## config.mk

```make
export PLATFORM = sky130hd
export DESIGN_NAME = balance_cascade_pid_core_flat
export DESIGN_NICKNAME = d
export VERILOG_FILES = /design/src/rtl/bcp_pkg.sv /design/src/rtl/bcp_if.sv /design/src/rtl/bcp_front.sv /design/src/rtl/bcp_queue.sv /design/src/rtl/bcp_back.sv /design/src/rtl/balance_cascade_pid_core.sv /design/src/flat_wrapper.sv
export SDC_FILE = /design/constraint.sdc
export NUM_CORES = 2
export LEC_CHECK = 0
export ABC_AREA = 1
export ABC_CLOCK_PERIOD_IN_PS = 8050
export BUFFER_PORTS_ARGS = -buffer_cell sky130_fd_sc_hd__buf_2
export CORE_ASPECT_RATIO = 1.2
export CORE_UTILIZATION = 50
export DETAILED_ROUTE_END_ITERATION = 8
export PLACE_DENSITY = 0.73
export SLEW_MARGIN = 20
export SYNTH_ARGS = -nofsm -noshare
export SYNTH_HDL_FRONTEND = slang
export SYNTH_SLANG_ARGS = --single-unit
```

## constraint.sdc

```tcl
create_clock -name clock -period 8.05 [get_ports clock]
set_input_delay 0.805 -clock clock [delete_from_list [all_inputs] [get_ports clock]]
set_output_delay 0.805 -clock clock [all_outputs]
set_load 0.05 [all_outputs]
```

## src/rtl/bcp_pkg.sv

```systemverilog
// ----------------------------------------------------------------------------
// bcp_pkg
// Shared widths, register codes, reset values and types of the balance core.
// ----------------------------------------------------------------------------
`default_nettype none

package bcp_pkg;

   localparam int SENS_W     = 16;  // speeds, counts, gyro rates
   localparam int ANGLE_W    = 25;  // Q8.16 angles
   localparam int GAIN_W     = 32;  // Q16.16 gains
   localparam int DRIVE_W    = 16;
   localparam int E_W        = 18;  // speed error and filter state
   localparam int INTEG_W    = 15;  // integral state
   localparam int FRAC_W     = 16;
   localparam int PROD_W     = 2 * GAIN_W;
   localparam int ACC_W      = 35;  // first filter product
   localparam int VEL_W      = 35;  // velocity term, whole degrees
   localparam int TERM_W     = 32;  // upright and turn partial terms
   localparam int CSR_IDX_W  = 3;
   localparam int CSR_DATA_W = 32;

   localparam int INTEGRAL_LIMIT_DEF = 10000;
   localparam int QUEUE_DEPTH_DEF    = 2;

   localparam logic signed [GAIN_W-1:0] FILT_OLD = 32'sd45875;
   localparam logic signed [GAIN_W-1:0] FILT_NEW = 32'sd19661;

   typedef enum logic [CSR_IDX_W-1:0] {
      REG_TRIM_ANGLE = 3'd0,
      REG_UPRIGHT_KP = 3'd1,
      REG_UPRIGHT_KD = 3'd2,
      REG_SPEED_KP   = 3'd3,
      REG_SPEED_KI   = 3'd4,
      REG_TURN_GAIN  = 3'd5
   } csr_idx_type;

   localparam logic signed [ANGLE_W-1:0] TRIM_ANGLE_RST = 25'sd257743;
   localparam logic signed [GAIN_W-1:0]  UPRIGHT_KP_RST = 32'sd13107200;
   localparam logic signed [GAIN_W-1:0]  UPRIGHT_KD_RST = 32'sd32768;
   localparam logic signed [GAIN_W-1:0]  SPEED_KP_RST   = 32'sd19661;
   localparam logic signed [GAIN_W-1:0]  SPEED_KI_RST   = 32'sd98;
   localparam logic signed [GAIN_W-1:0]  TURN_GAIN_RST  = -32'sd39322;

   typedef struct packed {
      logic signed [ANGLE_W-1:0] trim_angle;
      logic signed [GAIN_W-1:0]  upright_kp;
      logic signed [GAIN_W-1:0]  upright_kd;
      logic signed [GAIN_W-1:0]  speed_kp;
      logic signed [GAIN_W-1:0]  speed_ki;
      logic signed [GAIN_W-1:0]  turn_gain;
   } cfg_type;

   // one queued control tick, speed error already formed
   typedef struct packed {
      logic signed [E_W-1:0]     speed_err;
      logic signed [ANGLE_W-1:0] roll_angle;
      logic signed [SENS_W-1:0]  gyro_y;
      logic signed [SENS_W-1:0]  gyro_z;
   } item_type;

   typedef struct packed {
      logic full;
      logic empty;
   } q_stat_type;

endpackage

`default_nettype wire

```

## src/rtl/bcp_if.sv

```systemverilog
// ----------------------------------------------------------------------------
// bcp_if
// Valid/ready channel interfaces: tick request, drive response, register write.
// ----------------------------------------------------------------------------
`default_nettype none

interface bcp_req_if import bcp_pkg::*; ();
   logic                      valid;
   logic                      ready;
   logic signed [SENS_W-1:0]  speed_goal;
   logic signed [SENS_W-1:0]  left_count;
   logic signed [SENS_W-1:0]  right_count;
   logic signed [ANGLE_W-1:0] roll_angle;
   logic signed [SENS_W-1:0]  gyro_y;
   logic signed [SENS_W-1:0]  gyro_z;

   modport source (output valid, speed_goal, left_count, right_count, roll_angle,
                   gyro_y, gyro_z, input ready);
   modport sink (input valid, speed_goal, left_count, right_count, roll_angle,
                 gyro_y, gyro_z, output ready);
endinterface

interface bcp_rsp_if import bcp_pkg::*; ();
   logic                      valid;
   logic                      ready;
   logic signed [DRIVE_W-1:0] left_drive;
   logic signed [DRIVE_W-1:0] right_drive;

   modport source (output valid, left_drive, right_drive, input ready);
   modport sink (input valid, left_drive, right_drive, output ready);
endinterface

interface bcp_csr_if import bcp_pkg::*; ();
   logic                  valid;
   logic                  ready;
   logic [CSR_IDX_W-1:0]  index;
   logic [CSR_DATA_W-1:0] data;

   modport source (output valid, index, data, input ready);
   modport sink (input valid, index, data, output ready);
endinterface

`default_nettype wire

```

## src/rtl/bcp_front.sv

```systemverilog
// ----------------------------------------------------------------------------
// bcp_front
// Request intake: forms the speed error and pushes the tick into the queue.
// ----------------------------------------------------------------------------
`default_nettype none

module bcp_front import bcp_pkg::*; (
   bcp_req_if.sink        req,
   input  q_stat_type     q_stat,
   output logic           push,
   output item_type       push_item
);

   logic signed [E_W-1:0] left_x;
   logic signed [E_W-1:0] right_x;
   logic signed [E_W-1:0] goal_x;

   assign req.ready = !q_stat.full;
   assign push      = req.valid && !q_stat.full;

   assign left_x  = {{(E_W-SENS_W){req.left_count[SENS_W-1]}}, req.left_count};
   assign right_x = {{(E_W-SENS_W){req.right_count[SENS_W-1]}}, req.right_count};
   assign goal_x  = {{(E_W-SENS_W){req.speed_goal[SENS_W-1]}}, req.speed_goal};

   always_comb begin
      push_item.speed_err  = left_x + right_x - goal_x;
      push_item.roll_angle = req.roll_angle;
      push_item.gyro_y     = req.gyro_y;
      push_item.gyro_z     = req.gyro_z;
   end

endmodule

`default_nettype wire

```

## src/rtl/bcp_queue.sv

```systemverilog
// ----------------------------------------------------------------------------
// bcp_queue
// Short FIFO between intake and the arithmetic sequencer.
// ----------------------------------------------------------------------------
`default_nettype none

module bcp_queue import bcp_pkg::*; #(
   parameter int DEPTH = QUEUE_DEPTH_DEF
) (
   input  logic       clock,
   input  logic       reset,
   input  logic       push,
   input  item_type   push_item,
   input  logic       pop,
   output item_type   head_item,
   output q_stat_type q_stat
);

   localparam int PTR_W = (DEPTH > 1) ? $clog2(DEPTH) : 1;
   localparam int CNT_W = $clog2(DEPTH + 1);

   item_type           slot_ff [DEPTH];
   logic [PTR_W-1:0]   wr_ptr_ff, wr_ptr_in;
   logic [PTR_W-1:0]   rd_ptr_ff, rd_ptr_in;
   logic [CNT_W-1:0]   count_ff, count_in;

   assign head_item    = slot_ff[rd_ptr_ff];
   assign q_stat.full  = (count_ff == CNT_W'(DEPTH));
   assign q_stat.empty = (count_ff == '0);

   always_comb begin
      wr_ptr_in = wr_ptr_ff;
      rd_ptr_in = rd_ptr_ff;
      count_in  = count_ff;
      if (push) begin
         wr_ptr_in = (wr_ptr_ff == PTR_W'(DEPTH - 1)) ? '0 : wr_ptr_ff + PTR_W'(1);
      end
      if (pop) begin
         rd_ptr_in = (rd_ptr_ff == PTR_W'(DEPTH - 1)) ? '0 : rd_ptr_ff + PTR_W'(1);
      end
      if (push && !pop) begin
         count_in = count_ff + CNT_W'(1);
      end else if (pop && !push) begin
         count_in = count_ff - CNT_W'(1);
      end
   end

   always_ff @(posedge clock) begin
      if (reset) begin
         wr_ptr_ff <= '0;
         rd_ptr_ff <= '0;
         count_ff  <= '0;
      end else begin
         wr_ptr_ff <= wr_ptr_in;
         rd_ptr_ff <= rd_ptr_in;
         count_ff  <= count_in;
      end
   end

   always_ff @(posedge clock) begin
      if (push) begin
         slot_ff[wr_ptr_ff] <= push_item;
      end
   end

endmodule

`default_nettype wire

```

## src/rtl/bcp_back.sv

```systemverilog
// ----------------------------------------------------------------------------
// bcp_back
// Control-law sequencer: one shared 32x32 multiplier, loop state, drive output.
// ----------------------------------------------------------------------------
`default_nettype none

module bcp_back import bcp_pkg::*; #(
   parameter int INTEGRAL_LIMIT = INTEGRAL_LIMIT_DEF
) (
   input  logic        clock,
   input  logic        reset,
   input  cfg_type     cfg,
   input  q_stat_type  q_stat,
   input  item_type    head_item,
   output logic        pop,
   bcp_rsp_if.source   rsp
);

   localparam int ISUM_W = E_W + 1;
   localparam int ANGW   = VEL_W + FRAC_W + 2;
   localparam int DSUM_W = TERM_W + 3;

   localparam logic signed [ISUM_W-1:0] LIM_HI  = ISUM_W'(INTEGRAL_LIMIT);
   localparam logic signed [ISUM_W-1:0] LIM_LO  = -LIM_HI;
   localparam logic signed [DSUM_W-1:0] DRV_MAX = DSUM_W'(2 ** (DRIVE_W - 1) - 1);
   localparam logic signed [DSUM_W-1:0] DRV_MIN = -DRV_MAX - DSUM_W'(1);

   typedef enum logic [9:0] {
      ST_IDLE     = 10'b0000000001,
      ST_FILT_OLD = 10'b0000000010,
      ST_FILT_NEW = 10'b0000000100,
      ST_FILT_SUM = 10'b0000001000,
      ST_SPEED_P  = 10'b0000010000,
      ST_SPEED_I  = 10'b0000100000,
      ST_TURN     = 10'b0001000000,
      ST_ANGLE    = 10'b0010000000,
      ST_UPRIGHT  = 10'b0100000000,
      ST_DRIVE    = 10'b1000000000
   } state_type;

   // x / 2^s rounded toward zero
   function automatic logic signed [PROD_W-1:0] trunc_shift(
      input logic signed [PROD_W-1:0] x,
      input logic [5:0]               s
   );
      logic signed [PROD_W-1:0] bias;
      bias = x[PROD_W-1] ? ((PROD_W'(1) << s) - PROD_W'(1)) : '0;
      return (x + bias) >>> s;
   endfunction

   function automatic logic signed [DRIVE_W-1:0] sat_drive(
      input logic signed [DSUM_W-1:0] x
   );
      logic signed [DRIVE_W-1:0] r;
      if (x > DRV_MAX) begin
         r = DRV_MAX[DRIVE_W-1:0];
      end else if (x < DRV_MIN) begin
         r = DRV_MIN[DRIVE_W-1:0];
      end else begin
         r = x[DRIVE_W-1:0];
      end
      return r;
   endfunction

   state_type                  state_ff, state_in;
   item_type                   item_ff, item_in;
   logic signed [E_W-1:0]      fe_ff, fe_in;
   logic signed [INTEG_W-1:0]  ie_ff, ie_in;
   logic signed [ACC_W-1:0]    acc_ff, acc_in;
   logic signed [VEL_W-1:0]    vel_ff, vel_in;
   logic signed [TERM_W-1:0]   u2_ff, u2_in;
   logic signed [TERM_W-1:0]   t_ff, t_in;
   logic signed [GAIN_W-1:0]   ang_ff, ang_in;
   logic signed [PROD_W-1:0]   prod_ff;
   logic                       rsp_valid_ff, rsp_valid_in;
   logic signed [DRIVE_W-1:0]  ld_ff, ld_in;
   logic signed [DRIVE_W-1:0]  rd_ff, rd_in;

   logic signed [GAIN_W-1:0]   mul_a;
   logic signed [GAIN_W-1:0]   mul_b;
   logic                       mul_en;
   logic                       out_free;
   logic                       load_out;
   logic signed [PROD_W-1:0]   filt_sum;
   logic signed [PROD_W-1:0]   filt_q16;
   logic signed [PROD_W-1:0]   prod_q16;
   logic signed [PROD_W-1:0]   prod_q32;
   logic signed [ISUM_W-1:0]   isum;
   logic signed [ANGW-1:0]     ang_wide;
   logic [ANGW-GAIN_W:0]       ang_upper;
   logic signed [TERM_W-1:0]   u1;
   logic signed [DSUM_W-1:0]   up_sum;
   logic signed [DSUM_W-1:0]   turn_x;

   assign out_free = !rsp_valid_ff || rsp.ready;
   assign mul_en   = state_ff inside {ST_FILT_OLD, ST_FILT_NEW, ST_FILT_SUM, ST_SPEED_P,
                                      ST_SPEED_I, ST_TURN, ST_UPRIGHT};

   // multiplier operand select; the product is registered in prod_ff
   always_comb begin
      case (state_ff)
         ST_FILT_OLD: begin
            mul_a = FILT_OLD;
            mul_b = {{(GAIN_W-E_W){fe_ff[E_W-1]}}, fe_ff};
         end
         ST_FILT_NEW: begin
            mul_a = FILT_NEW;
            mul_b = {{(GAIN_W-E_W){item_ff.speed_err[E_W-1]}}, item_ff.speed_err};
         end
         ST_FILT_SUM: begin
            mul_a = cfg.upright_kd;
            mul_b = {{(GAIN_W-SENS_W){item_ff.gyro_y[SENS_W-1]}}, item_ff.gyro_y};
         end
         ST_SPEED_P: begin
            mul_a = cfg.speed_kp;
            mul_b = {{(GAIN_W-E_W){fe_ff[E_W-1]}}, fe_ff};
         end
         ST_SPEED_I: begin
            mul_a = cfg.speed_ki;
            mul_b = {{(GAIN_W-INTEG_W){ie_ff[INTEG_W-1]}}, ie_ff};
         end
         ST_TURN: begin
            mul_a = cfg.turn_gain;
            mul_b = {{(GAIN_W-SENS_W){item_ff.gyro_z[SENS_W-1]}}, item_ff.gyro_z};
         end
         ST_UPRIGHT: begin
            mul_a = cfg.upright_kp;
            mul_b = ang_ff;
         end
         default: begin
            mul_a = '0;
            mul_b = '0;
         end
      endcase
   end

   // datapath on the registered product
   always_comb begin
      prod_q16  = trunc_shift(prod_ff, 6'(FRAC_W));
      prod_q32  = trunc_shift(prod_ff, 6'(2 * FRAC_W));
      filt_sum  = {{(PROD_W-ACC_W){acc_ff[ACC_W-1]}}, acc_ff} + prod_ff;
      filt_q16  = trunc_shift(filt_sum, 6'(FRAC_W));
      isum      = {{(ISUM_W-INTEG_W){ie_ff[INTEG_W-1]}}, ie_ff}
                + {{(ISUM_W-E_W){fe_ff[E_W-1]}}, fe_ff};
      ang_wide  = {{(ANGW-ANGLE_W){item_ff.roll_angle[ANGLE_W-1]}}, item_ff.roll_angle}
                - {{(ANGW-VEL_W-FRAC_W){vel_ff[VEL_W-1]}}, vel_ff, {FRAC_W{1'b0}}}
                - {{(ANGW-ANGLE_W){cfg.trim_angle[ANGLE_W-1]}}, cfg.trim_angle};
      // sign bit of the 32-bit result and everything above it
      ang_upper = ang_wide[ANGW-1:GAIN_W-1];
      u1        = prod_q32[TERM_W-1:0];
      up_sum    = {{(DSUM_W-TERM_W){u1[TERM_W-1]}}, u1}
                + {{(DSUM_W-TERM_W){u2_ff[TERM_W-1]}}, u2_ff};
      turn_x    = {{(DSUM_W-TERM_W){t_ff[TERM_W-1]}}, t_ff};
   end

   always_comb begin
      state_in = state_ff;
      item_in  = item_ff;
      fe_in    = fe_ff;
      ie_in    = ie_ff;
      acc_in   = acc_ff;
      vel_in   = vel_ff;
      u2_in    = u2_ff;
      t_in     = t_ff;
      ang_in   = ang_ff;
      ld_in    = ld_ff;
      rd_in    = rd_ff;
      pop      = 1'b0;
      load_out = 1'b0;
      case (state_ff)
         ST_IDLE: begin
            if (!q_stat.empty) begin
               pop      = 1'b1;
               item_in  = head_item;
               state_in = ST_FILT_OLD;
            end
         end
         ST_FILT_OLD: state_in = ST_FILT_NEW;
         ST_FILT_NEW: begin
            acc_in   = prod_ff[ACC_W-1:0];
            state_in = ST_FILT_SUM;
         end
         ST_FILT_SUM: begin
            fe_in    = filt_q16[E_W-1:0];
            state_in = ST_SPEED_P;
         end
         ST_SPEED_P: begin
            u2_in = prod_q16[TERM_W-1:0];
            if (isum > LIM_HI) begin
               ie_in = LIM_HI[INTEG_W-1:0];
            end else if (isum < LIM_LO) begin
               ie_in = LIM_LO[INTEG_W-1:0];
            end else begin
               ie_in = isum[INTEG_W-1:0];
            end
            state_in = ST_SPEED_I;
         end
         ST_SPEED_I: begin
            vel_in   = prod_q16[VEL_W-1:0];
            state_in = ST_TURN;
         end
         ST_TURN: begin
            vel_in   = vel_ff + prod_q16[VEL_W-1:0];
            state_in = ST_ANGLE;
         end
         ST_ANGLE: begin
            t_in = prod_q16[TERM_W-1:0];
            // saturate tilt error to 32 bits
            if (!ang_wide[ANGW-1] && (|ang_upper)) begin
               ang_in = {1'b0, {(GAIN_W-1){1'b1}}};
            end else if (ang_wide[ANGW-1] && !(&ang_upper)) begin
               ang_in = {1'b1, {(GAIN_W-1){1'b0}}};
            end else begin
               ang_in = ang_wide[GAIN_W-1:0];
            end
            state_in = ST_UPRIGHT;
         end
         ST_UPRIGHT: state_in = ST_DRIVE;
         ST_DRIVE: begin
            if (out_free) begin
               load_out = 1'b1;
               ld_in    = sat_drive(up_sum + turn_x);
               rd_in    = sat_drive(up_sum - turn_x);
               if (!q_stat.empty) begin
                  pop      = 1'b1;
                  item_in  = head_item;
                  state_in = ST_FILT_OLD;
               end else begin
                  state_in = ST_IDLE;
               end
            end
         end
         default: state_in = ST_IDLE;
      endcase
   end

   assign rsp_valid_in = load_out ? 1'b1 : (rsp_valid_ff && !rsp.ready);

   always_ff @(posedge clock) begin
      if (reset) begin
         state_ff     <= ST_IDLE;
         fe_ff        <= '0;
         ie_ff        <= '0;
         rsp_valid_ff <= 1'b0;
      end else begin
         state_ff     <= state_in;
         fe_ff        <= fe_in;
         ie_ff        <= ie_in;
         rsp_valid_ff <= rsp_valid_in;
      end
   end

   always_ff @(posedge clock) begin
      item_ff <= item_in;
      acc_ff  <= acc_in;
      vel_ff  <= vel_in;
      u2_ff   <= u2_in;
      t_ff    <= t_in;
      ang_ff  <= ang_in;
      ld_ff   <= ld_in;
      rd_ff   <= rd_in;
      if (mul_en) begin
         prod_ff <= mul_a * mul_b;
      end
   end

   assign rsp.valid       = rsp_valid_ff;
   assign rsp.left_drive  = ld_ff;
   assign rsp.right_drive = rd_ff;

endmodule

`default_nettype wire

```

## src/rtl/balance_cascade_pid_core.sv

```systemverilog
// ----------------------------------------------------------------------------
// balance_cascade_pid_core
// Cascaded velocity / upright / turn controller for a two-wheeled balancer.
// ----------------------------------------------------------------------------
// Usage:
//   req_bus  - one control tick per transaction: target speed, encoder counts,
//              roll angle, gyro y and z rates.
//   rsp_bus  - one transaction per tick: left and right drive, saturated s16.
//   csr_bus  - register writes (index, data), always ready; write only while
//              no tick is in flight. Unknown indexes are dropped.
// Timing:
//   A tick runs through the sequencer states FILT_OLD, FILT_NEW, FILT_SUM,
//   SPEED_P, SPEED_I, TURN, ANGLE, UPRIGHT and DRIVE; the next tick starts
//   after DRIVE, as the seven products share the single 32x32 multiplier.
//   A small queue (QUEUE_DEPTH ticks) keeps accepting while the sequencer
//   works or while a finished response waits.
// Reset:
//   Synchronous, active high. Gains return to their defaults, filter and
//   integral state clear, queue empties, no response is valid.
// Stall:
//   A held response keeps its drives stable; the sequencer then waits with
//   the next result and the queue fills until req ready drops.
// ----------------------------------------------------------------------------
`default_nettype none

module balance_cascade_pid_core import bcp_pkg::*; #(
   parameter int INTEGRAL_LIMIT = INTEGRAL_LIMIT_DEF,
   parameter int QUEUE_DEPTH    = QUEUE_DEPTH_DEF
) (
   input  logic        clock,
   input  logic        reset,
   bcp_req_if.sink     req_bus,
   bcp_rsp_if.source   rsp_bus,
   bcp_csr_if.sink     csr_bus
);

   cfg_type     cfg_ff, cfg_in;
   q_stat_type  q_stat;
   logic        push;
   logic        pop;
   item_type    push_item;
   item_type    head_item;

   // register file: always ready; the user must see that config is only written while idle, the block has no check
   assign csr_bus.ready = 1'b1;

   always_comb begin
      cfg_in = cfg_ff;
      if (csr_bus.valid) begin
         case (csr_idx_type'(csr_bus.index))
            REG_TRIM_ANGLE: cfg_in.trim_angle = csr_bus.data[ANGLE_W-1:0];
            REG_UPRIGHT_KP: cfg_in.upright_kp = csr_bus.data[GAIN_W-1:0];
            REG_UPRIGHT_KD: cfg_in.upright_kd = csr_bus.data[GAIN_W-1:0];
            REG_SPEED_KP:   cfg_in.speed_kp   = csr_bus.data[GAIN_W-1:0];
            REG_SPEED_KI:   cfg_in.speed_ki   = csr_bus.data[GAIN_W-1:0];
            REG_TURN_GAIN:  cfg_in.turn_gain  = csr_bus.data[GAIN_W-1:0];
            default:        cfg_in = cfg_ff;  // unmapped index
         endcase
      end
   end

   always_ff @(posedge clock) begin
      if (reset) begin
         cfg_ff.trim_angle <= TRIM_ANGLE_RST;
         cfg_ff.upright_kp <= UPRIGHT_KP_RST;
         cfg_ff.upright_kd <= UPRIGHT_KD_RST;
         cfg_ff.speed_kp   <= SPEED_KP_RST;
         cfg_ff.speed_ki   <= SPEED_KI_RST;
         cfg_ff.turn_gain  <= TURN_GAIN_RST;
      end else begin
         cfg_ff <= cfg_in;
      end
   end

   // front: take the tick, form speed error
   bcp_front u_front (
      .req       (req_bus),
      .q_stat    (q_stat),
      .push      (push),
      .push_item (push_item)
   );

   // decoupling queue
   bcp_queue #(
      .DEPTH (QUEUE_DEPTH)
   ) u_queue (
      .clock     (clock),
      .reset     (reset),
      .push      (push),
      .push_item (push_item),
      .pop       (pop),
      .head_item (head_item),
      .q_stat    (q_stat)
   );

   // back: multiply sequence, loop state, output register
   bcp_back #(
      .INTEGRAL_LIMIT (INTEGRAL_LIMIT)
   ) u_back (
      .clock     (clock),
      .reset     (reset),
      .cfg       (cfg_ff),
      .q_stat    (q_stat),
      .head_item (head_item),
      .pop       (pop),
      .rsp       (rsp_bus)
   );

endmodule

`default_nettype wire

```

## src/flat_wrapper.sv

```systemverilog
// flat-port wrapper written by rule: the top's interface ports become plain ports
module balance_cascade_pid_core_flat import bcp_pkg::*;
#(
   parameter int INTEGRAL_LIMIT = INTEGRAL_LIMIT_DEF,
   parameter int QUEUE_DEPTH    = QUEUE_DEPTH_DEF
)
  (clock, reset, req_bus_valid, req_bus_speed_goal, req_bus_left_count, req_bus_right_count, req_bus_roll_angle, req_bus_gyro_y, req_bus_gyro_z, req_bus_ready, rsp_bus_valid, rsp_bus_left_drive, rsp_bus_right_drive, rsp_bus_ready, csr_bus_valid, csr_bus_index, csr_bus_data, csr_bus_ready);
  bcp_req_if req_bus_i ();
  bcp_rsp_if rsp_bus_i ();
  bcp_csr_if csr_bus_i ();
  input  logic clock;
  input  logic reset;
  input wire logic [$bits(req_bus_i.valid)-1:0] req_bus_valid;
  input wire logic [$bits(req_bus_i.speed_goal)-1:0] req_bus_speed_goal;
  input wire logic [$bits(req_bus_i.left_count)-1:0] req_bus_left_count;
  input wire logic [$bits(req_bus_i.right_count)-1:0] req_bus_right_count;
  input wire logic [$bits(req_bus_i.roll_angle)-1:0] req_bus_roll_angle;
  input wire logic [$bits(req_bus_i.gyro_y)-1:0] req_bus_gyro_y;
  input wire logic [$bits(req_bus_i.gyro_z)-1:0] req_bus_gyro_z;
  output wire logic [$bits(req_bus_i.ready)-1:0] req_bus_ready;
  output wire logic [$bits(rsp_bus_i.valid)-1:0] rsp_bus_valid;
  output wire logic [$bits(rsp_bus_i.left_drive)-1:0] rsp_bus_left_drive;
  output wire logic [$bits(rsp_bus_i.right_drive)-1:0] rsp_bus_right_drive;
  input wire logic [$bits(rsp_bus_i.ready)-1:0] rsp_bus_ready;
  input wire logic [$bits(csr_bus_i.valid)-1:0] csr_bus_valid;
  input wire logic [$bits(csr_bus_i.index)-1:0] csr_bus_index;
  input wire logic [$bits(csr_bus_i.data)-1:0] csr_bus_data;
  output wire logic [$bits(csr_bus_i.ready)-1:0] csr_bus_ready;
  assign req_bus_i.valid = req_bus_valid;
  assign req_bus_i.speed_goal = req_bus_speed_goal;
  assign req_bus_i.left_count = req_bus_left_count;
  assign req_bus_i.right_count = req_bus_right_count;
  assign req_bus_i.roll_angle = req_bus_roll_angle;
  assign req_bus_i.gyro_y = req_bus_gyro_y;
  assign req_bus_i.gyro_z = req_bus_gyro_z;
  assign req_bus_ready = req_bus_i.ready;
  assign rsp_bus_valid = rsp_bus_i.valid;
  assign rsp_bus_left_drive = rsp_bus_i.left_drive;
  assign rsp_bus_right_drive = rsp_bus_i.right_drive;
  assign rsp_bus_i.ready = rsp_bus_ready;
  assign csr_bus_i.valid = csr_bus_valid;
  assign csr_bus_i.index = csr_bus_index;
  assign csr_bus_i.data = csr_bus_data;
  assign csr_bus_ready = csr_bus_i.ready;
  balance_cascade_pid_core #(.INTEGRAL_LIMIT(INTEGRAL_LIMIT), .QUEUE_DEPTH(QUEUE_DEPTH)) u_core (.clock(clock), .reset(reset), .req_bus(req_bus_i), .rsp_bus(rsp_bus_i), .csr_bus(csr_bus_i));
endmodule
```

==> flow_summary.ini <==
[grt]
track_usage = 0.344
grt_pass1_wl_um = 436000
overflow = 0
grt_pass1_vias = 74100
antenna_found_initial = 14
grt_max_degree = 101

[worst_setup_path]
worst-setup-path-type = register to register
critPathMaxStageDelay_ns = 0.54
crit_arrival_ns = 9.16
cp-start-kind = register
critPathCaptureType = register
cp_common_cell = fa_1
path_max_fanout = 5
cp.required_ns = 8.48
slowest_stage = fa_1

[sta]
rsz0062_at_grt = yes
relSlewSlack = 0.210
max_freq_mhz = 115
setup_ws_ns = -0.679
period_share = 1.08
tightest_slew_ns = 1.18
setup_viol = 37
maxSlewViolCount = 0
finClkSkew_ns = 0.0378
hold_viol = 0
min_period_ns = 8.73

[outcome]
failed_checks = negative setup slack
status = complete, but fails checks

[place]
place_inst = 12779
dp_hpwl_um = 239000
pre_cts_ws_ns = -1.24
port_buffers = 178
gp_congestion = 1.04

[power]
p_per_area_mw_per_mm2 = 150
vdd_drop_max_uv = 210
p_leak_nw = 47.4

[synthesis]
ys.flop_type = edfxtp_1
ys_warn_count = 0
synth_nets = 11700
synth_edf_count = 487
avgSynthCellArea_sq_um = 8.39
seq_area_frac_synth = 0.233
yosysTopAreaCellShare = 0.275
syn_inst = 9886
yosysTopAreaCell = fa_1
synthTopCellsByArea = fa_1 (28%), edfxtp_1 (18%), inv_1 (8.8%)
ys_ff_latch = 721
async_flop_share = 0
synth.distinct_cells = 69
synth_area_sq_mm = 0.0830

[clock_tree]
clock_sinks = 721
cts_root_buf = clkbuf_16
clk_pin_slew_ns = 0.06
cts-htree-levels = 3
clock_path_buffers = 3
cts_tree = yes
clk_latency_ns = 0.72
numCtsBuffers = 78

[flow_run]
maxCapViolCount = 0

[final_layout]
area_growth_pct = 20.9
fillCellCount = 14026
layout_commonest_cell = inv_1
nets = 12687
instances_no_fill = 13084
final_cell_mix = inv_1 (1864), nand2_1 (1674), nor2_1 (1131)
drive_gt1_frac = 0.189

[route]
drc_errors = 0
dr.pass1.iters = 8
drt_iter0_drc = 6191
vias = 72472
wl_um = 293000
wl_per_cell_um = 22.4
via_per_inst = 5.54
detail-route-antenna-nets = 0

[die]
die_w_um = 374
start_util = 0.504
die_y_um = 448
row_count = 163
ios = 180
die_area_sq_mm = 0.168
core_region_area_sq_mm = 0.165

[worst_hold_path]
hold_class = input pin to register
==> cells in the mapped netlist (all sizes together) (15+ instances only) <==
| cell type | number |
|---|---|
| o22ai | 41 |
| a221oi | 21 |
| nor4 | 41 |
| o211ai | 53 |
| nand3 | 224 |
| o21bai | 29 |
| a31oi | 42 |
| fa | 1140 |
| clkbuf | 164 |
| dfxtp | 234 |
| nor2 | 1235 |
| o21a | 22 |
| and3 | 20 |
| buf | 144 |
| a21boi | 18 |
| nand2 | 1722 |
| inv | 1979 |
| a21oi | 597 |
| a22o | 16 |
| or2 | 15 |
| ha | 529 |
| nand4 | 83 |
| nor3 | 91 |
| xor2 | 225 |
| o21ai | 423 |
| nand3b | 17 |
| xnor2 | 105 |
| mux2 | 75 |
| a21o | 37 |
| edfxtp | 487 |
==> registers in the layout (all words and copies together) (netlist names), 18 cells and up, named ones only <==
name and flops:
u_core.u_back.acc_ff 35, u_core.u_back.u2_ff 32, u_core.u_back.prod_ff 64, u_core.u_back.fe_ff 18
u_core.cfg_ff 185, u_core.u_back.item_ff 75, u_core.u_back.ang_ff 32, u_core.u_back.vel_ff 35
u_core.u_queue.slot_ff 150, u_core.u_back.t_ff 32
==> timing repair <==
item,4_1_cts,5_1_grt
hold endpoints to repair,0,0
pin swaps,72,254
gates resized for setup,222,520
gates cloned,3,7
hold buffers,0,0
setup buffers,54,106
setup endpoints to repair,50,81
==> layout make-up <==
class | count | area, sq um | share of cell area
Antenna cell | 1 | 2.50 | 0.0000250
Clock buffer | 97 | 2100 | 0.0210
Clock inverter | 48 | 554 | 0.00553
Inverter | 1988 | 7560 | 0.0754
Multi-Input combinational cell | 6869 | 57500 | 0.573
Sequential cell | 721 | 19300 | 0.193
Tap cell | 2145 | 2680 | 0.0268
Timing Repair Buffer | 1215 | 10600 | 0.106
==> stage by stage <==
step,instance area (sq um),setup TNS (ns),hold WS [ns],util,power [mW]
2_1_floorplan,83400,-0.269,0.425,-,8.98
3_3_place_gp,93200,-38.53,0.439,0.566,11.0
3_5_place_dp,93200,-39.66,0.444,0.566,11.1
4_1_cts,97200,-17.19,0.240,0.591,14.9
5_1_grt,100000,-27.56,0.266,0.609,15.8
6_report,100000,-16.90,0.284,0.609,15.0
==> worst paths after layout <==
| kind | startpoint | end | slack [ns] | cells past startpoint |
|---|---|---|---|---|
| min reg2reg | u_core.cfg_ff[65] | u_core.cfg_ff[65] | 0.46 | 2 |
| max reg2reg | u_core.u_back.state_ff[4] | u_core.u_back.prod_ff[63] | -0.68 | 40 |
| max | u_core.u_back.state_ff[4] | u_core.u_back.prod_ff[63] | -0.68 | 40 |
| min | req_bus_roll_angle[11] | u_core.u_queue.slot_ff[0][43] | 0.28 | 1 |
==> kinds of logic after synthesis <==
group / after synthesis / share of synthesized area
mux: 75 / 0.0102
compound gates: 1330 / 0.0903
simple gates: 3464 / 0.170
other cells: 1 / 0.0000452
buf+inv: 2296 / 0.107
flops: 721 / 0.233
fa+ha+maj: 1669 / 0.355
xor+xnor: 330 / 0.0348
==> layer usage <==
metal / wire length, um / vias to the layer above / global-route usage
li1: - / 32872 / -
met1: 111000 / 35442 / 0.424
met2: 137000 / 3271 / 0.573
met3: 25200 / 877 / 0.0645
met4: 20200 / 10 / 0.186
met5: 58 / - / 0
==> worst max-delay path, delay by kind of cell (launching register included) <==
kind                     cells  cell delay [ns]
XOR/XNOR                     1             0.15
adder cells (fa/ha/maj)      9             4.42
AO/OA/AOI/OAI                3             0.50
flip-flops                   1             0.35
buffers and inverters       17             1.71
AND/OR/NAND/NOR             10             1.32
==> report_power, final <==
group / leakage (nW) / switching (mW) / internal (mW)
registers: 6.34 / 0.288 / 4.61
clock network: 1.29 / 1.65 / 2.06
logic: 39.7 / 4.24 / 2.15
Power figures use the tool's default switching activity.
